[src/tcpc_pkg.sv]
package tcpc_pkg;

  localparam int unsigned CountWidthDefault = 16;
  localparam int unsigned FieldWidth        = 16;
  localparam int unsigned ApbAddrWidth      = 5;
  localparam int unsigned ApbDataWidth      = 32;
  localparam int unsigned InDataWidth       = 8;
  localparam int unsigned InUserWidth       = 2;
  localparam int unsigned OutDataWidth      = 56;

  typedef enum logic [1:0] {
    OP_TICK        = 2'd0,
    OP_TRIGGER     = 2'd1,
    OP_CLK_DISABLE = 2'd2,
    OP_CLK_ENABLE  = 2'd3
  } op_t;

  localparam logic [1:0] MODE_UP          = 2'd0;
  localparam logic [1:0] MODE_UPDOWN      = 2'd1;
  localparam logic [1:0] MODE_CAPTURE     = 2'd2;
  localparam logic [1:0] MODE_CAPTURE_ALT = 2'd3;

  localparam logic [2:0] REG_MODE          = 3'd0;
  localparam logic [2:0] REG_PERIOD_TOP    = 3'd1;
  localparam logic [2:0] REG_COMPARE_A     = 3'd2;
  localparam logic [2:0] REG_COMPARE_B     = 3'd3;
  localparam logic [2:0] REG_ONE_SHOT      = 3'd4;
  localparam logic [2:0] REG_OUTPUT_ENABLE = 3'd5;

  localparam logic [1:0]  RESET_MODE       = MODE_UP;
  localparam logic [15:0] RESET_PERIOD_TOP = 16'hFFFF;

endpackage

[src/timer_counter_pwm_capture_channel.sv]
// One 16-bit timer-counter channel with waveform and capture modes.
// Input stream: each beat is a counter clock tick, a software trigger, a clock
// disable or a clock enable (s_tuser), together with the sampled capture pin
// level (s_tdata bit 0). Every accepted beat produces exactly one result beat
// on the output stream carrying the count, both waveform levels, the period
// match flag, the captured high time and period, the capture flag, the sticky
// overflow flag and the clock-running flag.
// Mode, period, compares, one-shot and output enable are written through the
// APB port; the user must write them only while the channel is idle, which
// the block itself does not enforce. Reads return the stored values. The
// channel state and the result register are both updated at the edge that
// accepts the beat, at one beat per cycle while the receiver takes results.
// The result register frees itself when the receiver takes its beat, so a new
// beat is accepted whenever the result register is empty or being drained.
// While the receiver stalls with a result waiting, s_tready is low and the
// channel state holds.
// Synchronous reset clears the counter, the captured values, the flags and the
// output stream, and loads the register reset values.
module timer_counter_pwm_capture_channel #(
  parameter int unsigned COUNT_WIDTH = tcpc_pkg::CountWidthDefault
) (
  input  logic                              clk,
  input  logic                              rst,
  input  logic                              s_tvalid,
  output logic                              s_tready,
  // [0] capture_level, [7:1] zero
  input  logic [tcpc_pkg::InDataWidth-1:0]  s_tdata,
  // [1:0] opcode
  input  logic [tcpc_pkg::InUserWidth-1:0]  s_tuser,
  output logic                              m_tvalid,
  input  logic                              m_tready,
  // [15:0] count_value, [16] wave_a, [17] wave_b, [18] period_match,
  // [34:19] captured_high, [50:35] captured_period, [51] capture_valid,
  // [52] overflow, [53] clock_running, [55:54] zero
  output logic [tcpc_pkg::OutDataWidth-1:0] m_tdata,
  input  logic                              psel,
  input  logic                              penable,
  input  logic                              pwrite,
  input  logic [tcpc_pkg::ApbAddrWidth-1:0] paddr,
  input  logic [tcpc_pkg::ApbDataWidth-1:0] pwdata,
  output logic [tcpc_pkg::ApbDataWidth-1:0] prdata,
  output logic                              pready
);
  import tcpc_pkg::*;

  localparam int unsigned CmpWidth = (COUNT_WIDTH > FieldWidth) ? COUNT_WIDTH : FieldWidth;

  logic [1:0]            mode;
  logic [FieldWidth-1:0] period_top;
  logic [FieldWidth-1:0] compare_a;
  logic [FieldWidth-1:0] compare_b;
  logic                  one_shot;
  logic                  output_enable;

  logic [COUNT_WIDTH-1:0] counter, counter_next;
  logic                   counting_down, counting_down_next;
  logic                   running, running_next;
  logic                   level_a, level_a_next;
  logic                   level_b, level_b_next;
  logic [FieldWidth-1:0]  latched_high, latched_high_next;
  logic [FieldWidth-1:0]  latched_period, latched_period_next;
  logic                   overflow_seen, overflow_seen_next;
  logic                   previous_level;

  logic                   in_beat;
  logic                   cfg_write;
  logic [2:0]             reg_index;
  op_t                    op;
  logic                   lvl, rise, fall, capture;
  logic                   pm, cv;
  logic                   wave_a, wave_b;
  logic [COUNT_WIDTH-1:0] counter_inc;
  logic [CmpWidth-1:0]    cnt_ext, new_ext, top_ext, ca_ext, cb_ext;

  assign pready    = 1'b1;
  assign s_tready  = !m_tvalid || m_tready;
  assign in_beat   = s_tvalid && s_tready;
  assign cfg_write = psel && penable && pwrite && pready;
  assign reg_index = paddr[4:2];

  always_ff @(posedge clk) begin
    if (rst) begin
      mode          <= RESET_MODE;
      period_top    <= RESET_PERIOD_TOP;
      compare_a     <= '0;
      compare_b     <= '0;
      one_shot      <= 1'b1;
      output_enable <= 1'b0;
    end else if (cfg_write) begin
      case (reg_index)
        REG_MODE:          mode          <= pwdata[1:0];
        REG_PERIOD_TOP:    period_top    <= pwdata[FieldWidth-1:0];
        REG_COMPARE_A:     compare_a     <= pwdata[FieldWidth-1:0];
        REG_COMPARE_B:     compare_b     <= pwdata[FieldWidth-1:0];
        REG_ONE_SHOT:      one_shot      <= pwdata[0];
        REG_OUTPUT_ENABLE: output_enable <= pwdata[0];
        default: ;
      endcase
    end
  end

  always_comb begin
    case (reg_index)
      REG_MODE:          prdata = ApbDataWidth'(mode);
      REG_PERIOD_TOP:    prdata = ApbDataWidth'(period_top);
      REG_COMPARE_A:     prdata = ApbDataWidth'(compare_a);
      REG_COMPARE_B:     prdata = ApbDataWidth'(compare_b);
      REG_ONE_SHOT:      prdata = ApbDataWidth'(one_shot);
      REG_OUTPUT_ENABLE: prdata = ApbDataWidth'(output_enable);
      default:           prdata = '0;
    endcase
  end

  assign op          = op_t'(s_tuser[1:0]);
  assign lvl         = s_tdata[0];
  assign rise        = lvl && !previous_level;
  assign fall        = !lvl && previous_level;
  assign capture     = mode[1];
  assign counter_inc = counter + COUNT_WIDTH'(1);
  assign cnt_ext     = CmpWidth'(counter);
  assign top_ext     = CmpWidth'(period_top);
  assign ca_ext      = CmpWidth'(compare_a);
  assign cb_ext      = CmpWidth'(compare_b);
  assign new_ext     = CmpWidth'(counter_next);

  always_comb begin
    counter_next        = counter;
    counting_down_next  = counting_down;
    running_next        = running;
    level_a_next        = level_a;
    level_b_next        = level_b;
    latched_high_next   = latched_high;
    latched_period_next = latched_period;
    overflow_seen_next  = overflow_seen;
    pm                  = 1'b0;
    cv                  = 1'b0;

    if (op == OP_CLK_DISABLE) begin
      running_next = 1'b0;
    end
    if (op == OP_CLK_ENABLE) begin
      running_next = 1'b1;
    end

    if (running_next) begin
      if (capture) begin
        if (fall) begin
          latched_high_next = cnt_ext[FieldWidth-1:0];
        end
        if (rise) begin
          latched_period_next = cnt_ext[FieldWidth-1:0];
          counter_next        = '0;
          cv                  = 1'b1;
          if (one_shot) begin
            running_next = 1'b0;
          end
        end else if (op == OP_TRIGGER) begin
          counter_next = '0;
        end else if (op == OP_TICK) begin
          counter_next = counter_inc;
          if (counter_inc == '0) begin
            overflow_seen_next = 1'b1;
          end
        end
      end else if (op == OP_TRIGGER) begin
        counter_next       = '0;
        counting_down_next = 1'b0;
        level_a_next       = compare_a != '0;
        level_b_next       = compare_b != '0;
      end else if (op == OP_TICK) begin
        if (mode == MODE_UP) begin
          counter_next = (cnt_ext == top_ext) ? '0 : counter_inc;
        end else if (period_top == '0) begin
          counter_next       = '0;
          counting_down_next = 1'b0;
        end else begin
          if (!counting_down && cnt_ext >= top_ext) begin
            counting_down_next = 1'b1;
          end else if (counting_down && counter == '0) begin
            counting_down_next = 1'b0;
          end
          if (counting_down_next) begin
            counter_next = (counter == '0) ? '0 : counter - COUNT_WIDTH'(1);
          end else begin
            counter_next = counter_inc;
          end
        end
        if (new_ext == ca_ext) begin
          level_a_next = 1'b0;
        end
        if (new_ext == cb_ext) begin
          level_b_next = 1'b0;
        end
        if (new_ext == top_ext) begin
          pm           = 1'b1;
          level_a_next = 1'b1;
          level_b_next = 1'b1;
        end
        if (compare_a == '0) begin
          level_a_next = 1'b0;
        end
        if (compare_b == '0) begin
          level_b_next = 1'b0;
        end
      end
    end
  end

  assign wave_a = !capture && output_enable && level_a_next;
  assign wave_b = !capture && output_enable && level_b_next;

  always_ff @(posedge clk) begin
    if (rst) begin
      counter        <= '0;
      counting_down  <= 1'b0;
      running        <= 1'b0;
      level_a        <= 1'b0;
      level_b        <= 1'b0;
      latched_high   <= '0;
      latched_period <= '0;
      overflow_seen  <= 1'b0;
      previous_level <= 1'b0;
    end else if (in_beat) begin
      counter        <= counter_next;
      counting_down  <= counting_down_next;
      running        <= running_next;
      level_a        <= level_a_next;
      level_b        <= level_b_next;
      latched_high   <= latched_high_next;
      latched_period <= latched_period_next;
      overflow_seen  <= overflow_seen_next;
      previous_level <= lvl;
    end
  end

  always_ff @(posedge clk) begin
    if (rst) begin
      m_tvalid <= 1'b0;
    end else if (in_beat) begin
      m_tvalid <= 1'b1;
    end else if (m_tready) begin
      m_tvalid <= 1'b0;
    end
  end

  always_ff @(posedge clk) begin
    if (in_beat) begin
      m_tdata <= {2'b00, running_next, overflow_seen_next, cv,
                  latched_period_next, latched_high_next, pm, wave_b, wave_a,
                  new_ext[FieldWidth-1:0]};
    end
  end

  assert property (@(posedge clk) disable iff (rst) overflow_seen |=> overflow_seen)
    else $error("overflow flag cleared without reset");

  assert property (@(posedge clk) disable iff (rst)
    (m_tvalid && m_tdata[51]) |-> (m_tdata[15:0] == '0))
    else $error("period capture beat without restarted count");

  assert property (@(posedge clk) disable iff (rst)
    (in_beat && op == OP_CLK_DISABLE) |=> !running)
    else $error("clock still running after disable beat");

  assert property (@(posedge clk) disable iff (rst)
    (in_beat && !running && op == OP_TICK) |=> $stable(counter))
    else $error("counter moved while clock stopped");

endmodule

[config.mk]
export PLATFORM = sky130hd
export DESIGN_NAME = timer_counter_pwm_capture_channel
export DESIGN_NICKNAME = d
export VERILOG_FILES = /design/src/tcpc_pkg.sv /design/src/timer_counter_pwm_capture_channel.sv
export SDC_FILE = /design/constraint.sdc
export NUM_CORES = 1
export LEC_CHECK = 0
export ABC_CLOCK_PERIOD_IN_PS = 6200
export BUFFER_PORTS_ARGS = -buffer_cell sky130_fd_sc_hd__buf_2
export CAP_MARGIN = 20
export CORE_MARGIN = 2
export CORE_UTILIZATION = 46
export CTS_BUF_LIST = sky130_fd_sc_hd__clkbuf_16
export DETAILED_ROUTE_END_ITERATION = 6
export PLACE_DENSITY = 0.69
export SLEW_MARGIN = 15
export SYNTH_ARGS = -nofsm -noshare
export SYNTH_HDL_FRONTEND = slang
export SYNTH_SLANG_ARGS = --single-unit
[constraint.sdc]
create_clock -name clk -period 6.2 [get_ports clk]
set_input_delay 0.62 -clock clk [delete_from_list [all_inputs] [get_ports clk]]
set_output_delay 0.62 -clock clk [all_outputs]
set_load 0.03 [all_outputs]
==> metrics.cfg, run 1 <==
[routing]
via_count = 8958
antenna_left = 0
drt_iter0_markers = 932
route.detailed.drc = 0
dr.pass1.iters = 5
wl_met3_um = 2620
avgViaCountPerCell = 6.01
top_layer = met4
wl_met2_um = 13600
wl_per_cell_um = 20.4
wirelength_um = 30400
wl_met1_um = 13000

[placed_design]
portBuffers = 100
place_ws_ns = 1.43
hpwl_um = 21400
gp_congestion = 0.973
dp_cells = 1458

[logic_synthesis]
synthMuxAreaShare_pct = 7.61
synth.top_cells.by_area = dfxtp_1, edfxtp_1, nor2_1, nand2_1, mux2_2
synth_top_cell_by_area = dfxtp_1
synth_adder_area_share_pct = 2.41
yosys_register_bits = 161
syn_inst = 1140
async_flop_share_pct = 0
synth_edf_count = 54
synth_top_area_share_pct = 21.7
synth_top_family_by_area = simple AND/OR/NAND/NOR gates
syn_area_per_cell_um2 = 8.66
synth_flop_cell = dfxtp_1
synth.distinct_cells = 104
synthSimpleGateAreaFrac_pct = 23.7
yosysWarnings = 0
synth_xor_area_share_pct = 4.64
synthesis.area_mm2 = 0.00987
ys_seq_area_share_pct = 38.1
synth_compound_area_share_pct = 17.5

[power_and_ir_drop]
vdd_drop_max_uv = 174
leakage_nw = 4.32
cellPowerDensity_mw_per_mm2 = 235

[floorplanning]
num_io_pins = 145
die_width_um = 150
core-area_mm2 = 0.0210
die_area_mm2 = 0.0226
rows = 53
initial_core_util_pct = 47.0
dieHeight_um = 150

[clock_tree]
cts_tree = done
htreeDepth = 4
cts-root-buf = clkbuf_16
cts.repair.resized = 0
clkTransAtPathRegs_ns = 0.07
clock_latency_ns = 0.43
clockBufferDepth = 2
cts_buffers = 17
cts_setup_buffers = 0
postCtsHoldBufs = 0
cts.sinks = 161

[timing]
rsz0062_at_grt = false
post-route-period-util_pct = 80.5
fin_crit_ns = 4.99
setup_slack_ns = 1.21
hold_viol_final = 0
slew_headroom_pct = 26.6
setup_viol = 0
fin_setup_tns_ns = 0
clock_skew_ns = 0.0151
tightest_slew_ns = 1.10
fmax_ghz = 0.200
slew_violations = 0

[finish]
fill_cells = 1970
final_cell_mix = nor2_1, nand2_1, dfxtp_1
final_common_cell = nor2_1
fin_cells = 1491
multi_input_area_mm2 = 0.00559
area_growth_pct = 12.3
antenna_cells = 0
fin_util_pct = 52.7
seq_area_mm2 = 0.00376
fin_nets = 1276
drive_above_1_share_pct = 19.9

[setup_path]
cpPeakStageDelay_ns = 0.92
cp_max_fo = 18
cp.arrival_ns = 5.14
crit_slowest_cell = dfxtp_1
cp-start-kind = flip-flop
crit_path_end_kind = flip-flop
crit_type = flip-flop to flip-flop
worstPathRequired_ns = 6.35
worstPathCellList = ha_1 -> nand4_1 -> or4_4 -> a211o_1 -> a2bb2oi_1 -> a221oi_2 -> xnor2_1 -> nor4_2 -> o2111ai_1 -> or4_1 -> o311ai_2 -> a31oi_1

[run_status]
outcome = completed

[global_route]
grt_pass1_wl_um = 46800
grt_usage_pct = 27.1
grt_max_degree = 108
grt_pass1_vias = 8143
antenna_found_initial = 0
gr-total-overflow = 0

[job]
cap_violations = 0

[min_path]
hold_path.class = primary input to flip-flop

## worst max-delay path: cells and delay by family (launching register included)
family / cells / cell delay [ns]
xor gates and xnor gates: 1 / 0.18
adders and majority gates: 1 / 0.27
DFF: 1 / 0.92
AOI/OAI and AO/OA: 6 / 1.95
and+or+nand+nor: 4 / 1.39
## metrics by stage
step | total power (W) | hold WS [ns] | instance area [µm²]
floorplan | 0.00148 | 0.434 | 9930
global placement | 0.00159 | 0.439 | 10500
detailed placement | 0.00159 | 0.446 | 10500
CTS | 0.00262 | 0.411 | 11100
global route | 0.00271 | 0.425 | 11100
finish | 0.00261 | 0.427 | 11100
## report_power, final
group          internal [W]  switching, W
combinational      0.000129      0.000276
clock              0.000565      0.000467
sequential          0.00113     0.0000377
## kinds of logic (layout without fill, tap and decap cells)
logic type | after synthesis | in the layout
buffers and inverters | 131 | 190
adder cells (fa/ha/maj) | 19 | 19
multiplexers | 69 | 69
XOR/XNOR | 48 | 48
AND/OR/NAND/NOR | 472 | 472
AO/OA/AOI/OAI | 238 | 238
flip-flops | 161 | 161
other | 2 | 19
## worst paths after layout
kind                                                   start                           end  slack, ns  cells after the start
worst max-delay path                 cnt_ext[3]$_SDFFE_PP0P_         m_tdata[17]$_DFFE_PP_       1.21                     12
worst min register to register  latched_high[6]$_SDFFE_PP0P_  latched_high[6]$_SDFFE_PP0P_       0.45                      2
worst max register to register       cnt_ext[3]$_SDFFE_PP0P_         m_tdata[17]$_DFFE_PP_       1.21                     12
worst min-delay path                               pwdata[9]    period_top[9]$_SDFFE_PP1P_       0.43                      2
## layout make-up
type                            instances  share of cell area (%)
Clock buffer                           17                    3.84
Multi-Input combinational cell        865                    50.4
Sequential cell                       161                    34.0
Timing Repair Buffer                  119                    6.01
Tap cell                              275                    3.10
Clock inverter                         15                    1.35
Inverter                               39                    1.34
## cells in the mapped netlist, types with 5 or more instances
master and n:
buf_4 21, mux2i_1 30, nor2b_1 5, a211oi_1 12
ha_1 19, mux2_2 37, nor3b_1 5, a21oi_1 62
o21ai_0 32, a211o_1 23, o21a_1 5, edfxtp_1 54
or3_1 9, nand4_1 18, nor4_1 23, inv_1 39
clkbuf_1 62, nand3_1 22, nor3_1 46, nand2b_1 7
nor2_1 146, xnor2_1 33, or4_1 6, a22oi_1 17
xor2_1 13, nand2_1 134, a31oi_1 13, dfxtp_1 107
## flip-flops by register name, indices dropped and copies added, names as in the netlist, 2 cells and up
signal	cells
cb_ext	16
latched_high	16
ca_ext	16
m_tdata	54
mode	2
latched_period	16
cnt_ext	16
period_top	16
## metal layers
layer / vias up / global-route usage, %
met5: - / 0
met4: 0 / 11.8
met3: 83 / 6.36
met2: 447 / 41.2
met1: 4200 / 36.8
li1: 4228 / -
Note: power is estimated with default switching activity, not from simulation.
==> inputs of run 2 (changes only) <==
ABC_CLOCK_PERIOD_IN_PS = 4450   (was 6200)
PLACE_DENSITY = 0.71   (was 0.69)
clock period = 4.45 ns   (was 6.2 ns; I/O delays follow)
==> metrics.cfg, run 2 (synthesis results as in run 1) <==
[finish]
fill_cells = 1897
fin_nets = 1328
final_common_cell = nor2_1
antenna_cells = 0
top_register = m_tdata
largest_register_ff_count = 54
finalInstanceArea_mm2 = 0.0114
drive_above_1_share_pct = 23.3
area_growth_pct = 15.9
final_cell_mix = nor2_1, nand2_1, dfxtp_1

[clock_tree]
cts_tree = done
clockBufferDepth = 2
clkTransAtPathRegs_ns = 0.07
htreeDepth = 4
postCtsHoldBufs = 0
cts-root-buf = clkbuf_16
clock_latency_ns = 0.43
cts_buffers = 17
cts.sinks = 161

[routing]
avgViaCountPerCell = 5.99
antenna_left = 0
via_count = 9247
route.detailed.drc = 0
wirelength_um = 31600
wl_per_cell_um = 20.5
dr.pass1.iters = 6
drt_iter0_markers = 985

[min_path]
hold_path.class = primary input to flip-flop

[global_route]
grt_use_met1_pct = 39.2
grt.met2_usage_pct = 43.7
grt_pass1_wl_um = 48600
grt_pass1_vias = 8463
antenna_found_initial = 0
grt_max_degree = 79
grt_usage_pct = 28.3
gr-total-overflow = 0
use_met3_pct = 5.36
grt_busiest_layer = met2

[placed_design]
portBuffers = 100
dpl_cell_area_mm2 = 0.0109
hpwl_um = 23400
gp_congestion = 1.01

[timing]
fin_crit_ns = 4.31
setup_viol = 0
tightest_slew_ns = 1.08
post-route-period-util_pct = 96.7
clock_skew_ns = 0.0103
fmax_ghz = 0.232
slew_headroom_pct = 27.9
hold_viol_final = 0
rsz0062_at_grt = false
fin_setup_tns_ns = 0
slew_violations = 0

[power_and_ir_drop]
leakage_nw = 4.57
p_total_w = 0.00364
cellPowerDensity_mw_per_mm2 = 318
vdd_drop_max_uv = 225

[setup_path]
cp-start-kind = flip-flop
cp.arrival_ns = 4.48
worstPathRequired_ns = 4.62
worstPathCellList = inv_1 -> ha_1 -> nand4_1 -> or3_1 -> a21oi_2 -> o31a_1 -> o221a_2 -> xnor2_4 -> nor4_2 -> o2111ai_1 -> or4_1 -> o311ai_2 -> a31oi_1
crit_type = flip-flop to flip-flop
cp_max_fo = 9
crit_path_end_kind = flip-flop
cpPeakStageDelay_ns = 0.61
crit_slowest_cell = dfxtp_1

[floorplanning]
core-area_mm2 = 0.0210
die_width_um = 150
num_io_pins = 145
dieHeight_um = 150
initial_core_util_pct = 47.0
die_area_mm2 = 0.0226
rows = 53

[job]
cap_violations = 0

[run_status]
outcome = completed

run 2: cell count changes in the layout (fill, tap and decap cells not counted), sizes merged:
cell	delta
buf	+52
bufinv	-1
clkinvlp	+1
clkinv	-5
inv	+4
clkbuf	+1
run 2: report_power, final:
| group | switching [W] | leakage [nW] | total (W) | internal, W |
|---|---|---|---|---|
| Combinational | 0.000414 | 2.87 | 0.000615 | 0.000201 |
| Clock | 0.000649 | 0.283 | 0.00141 | 0.000756 |
| Sequential | 0.0000365 | 1.42 | 0.00162 | 0.00158 |
run 2: worst max-delay path, delay by kind of cell, from the launching register on:
kind	cells	cell delay, ns
AOI/OAI and AO/OA	6	1.68
adders and majority gates	1	0.31
and+or+nand+nor	4	1.22
xor gates and xnor gates	1	0.08
buffers and inverters	1	0.13
DFF	1	0.61
run 2: what timing repair did:
action / 4_1_cts / 5_1_grt
gates resized for setup: 0 / 1
setup buffers: 0 / 0
endpoints found under the setup margin: 0 / 1
run 2: through the flow:
step | utilization (%) | std cells | worst slack (ns) | hold slack (ns)
6_report | 54.4 | 1543 | 0.145 | 0.249
2_1_floorplan | - | 1157 | 0.486 | 0.434
4_1_cts | 54.4 | 1543 | 0.204 | 0.237
5_1_grt | 54.4 | 1543 | 0.00919 | 0.250
3_5_place_dp | 51.8 | 1511 | 0.221 | 0.446
3_3_place_gp | 51.8 | 1511 | 0.258 | 0.439
run 2: path summary, 6_finish.rpt:
kind / from / end / slack (ns) / depth (start not counted)
max: cnt_ext[0]$_SDFFE_PP0P_ / m_tdata[17]$_DFFE_PP_ / 0.14 / 13
min: pwdata[7] / period_top[7]$_SDFFE_PP1P_ / 0.25 / 2
max reg2reg: cnt_ext[0]$_SDFFE_PP0P_ / m_tdata[17]$_DFFE_PP_ / 0.14 / 13
min reg2reg: latched_high[11]$_SDFFE_PP0P_ / latched_high[11]$_SDFFE_PP0P_ / 0.45 / 2
run 2: final cells by class:
class	count	area, µm²	area share, %
inverter	39	149	1.30
timing repair buffer	171	1040	9.06
clock buffer	18	450	3.94
clock inverter	14	101	0.886
sequential	161	3760	32.9
tap	275	344	3.01
multi-input combinational	865	5590	48.9
run 2: metal layers:
layer / vias to the layer above / wire length, µm
li1: 4311 / -
met1: 4369 / 13500
met2: 494 / 14400
met3: 73 / 2800
met4: 0 / 987
met5: - / 0
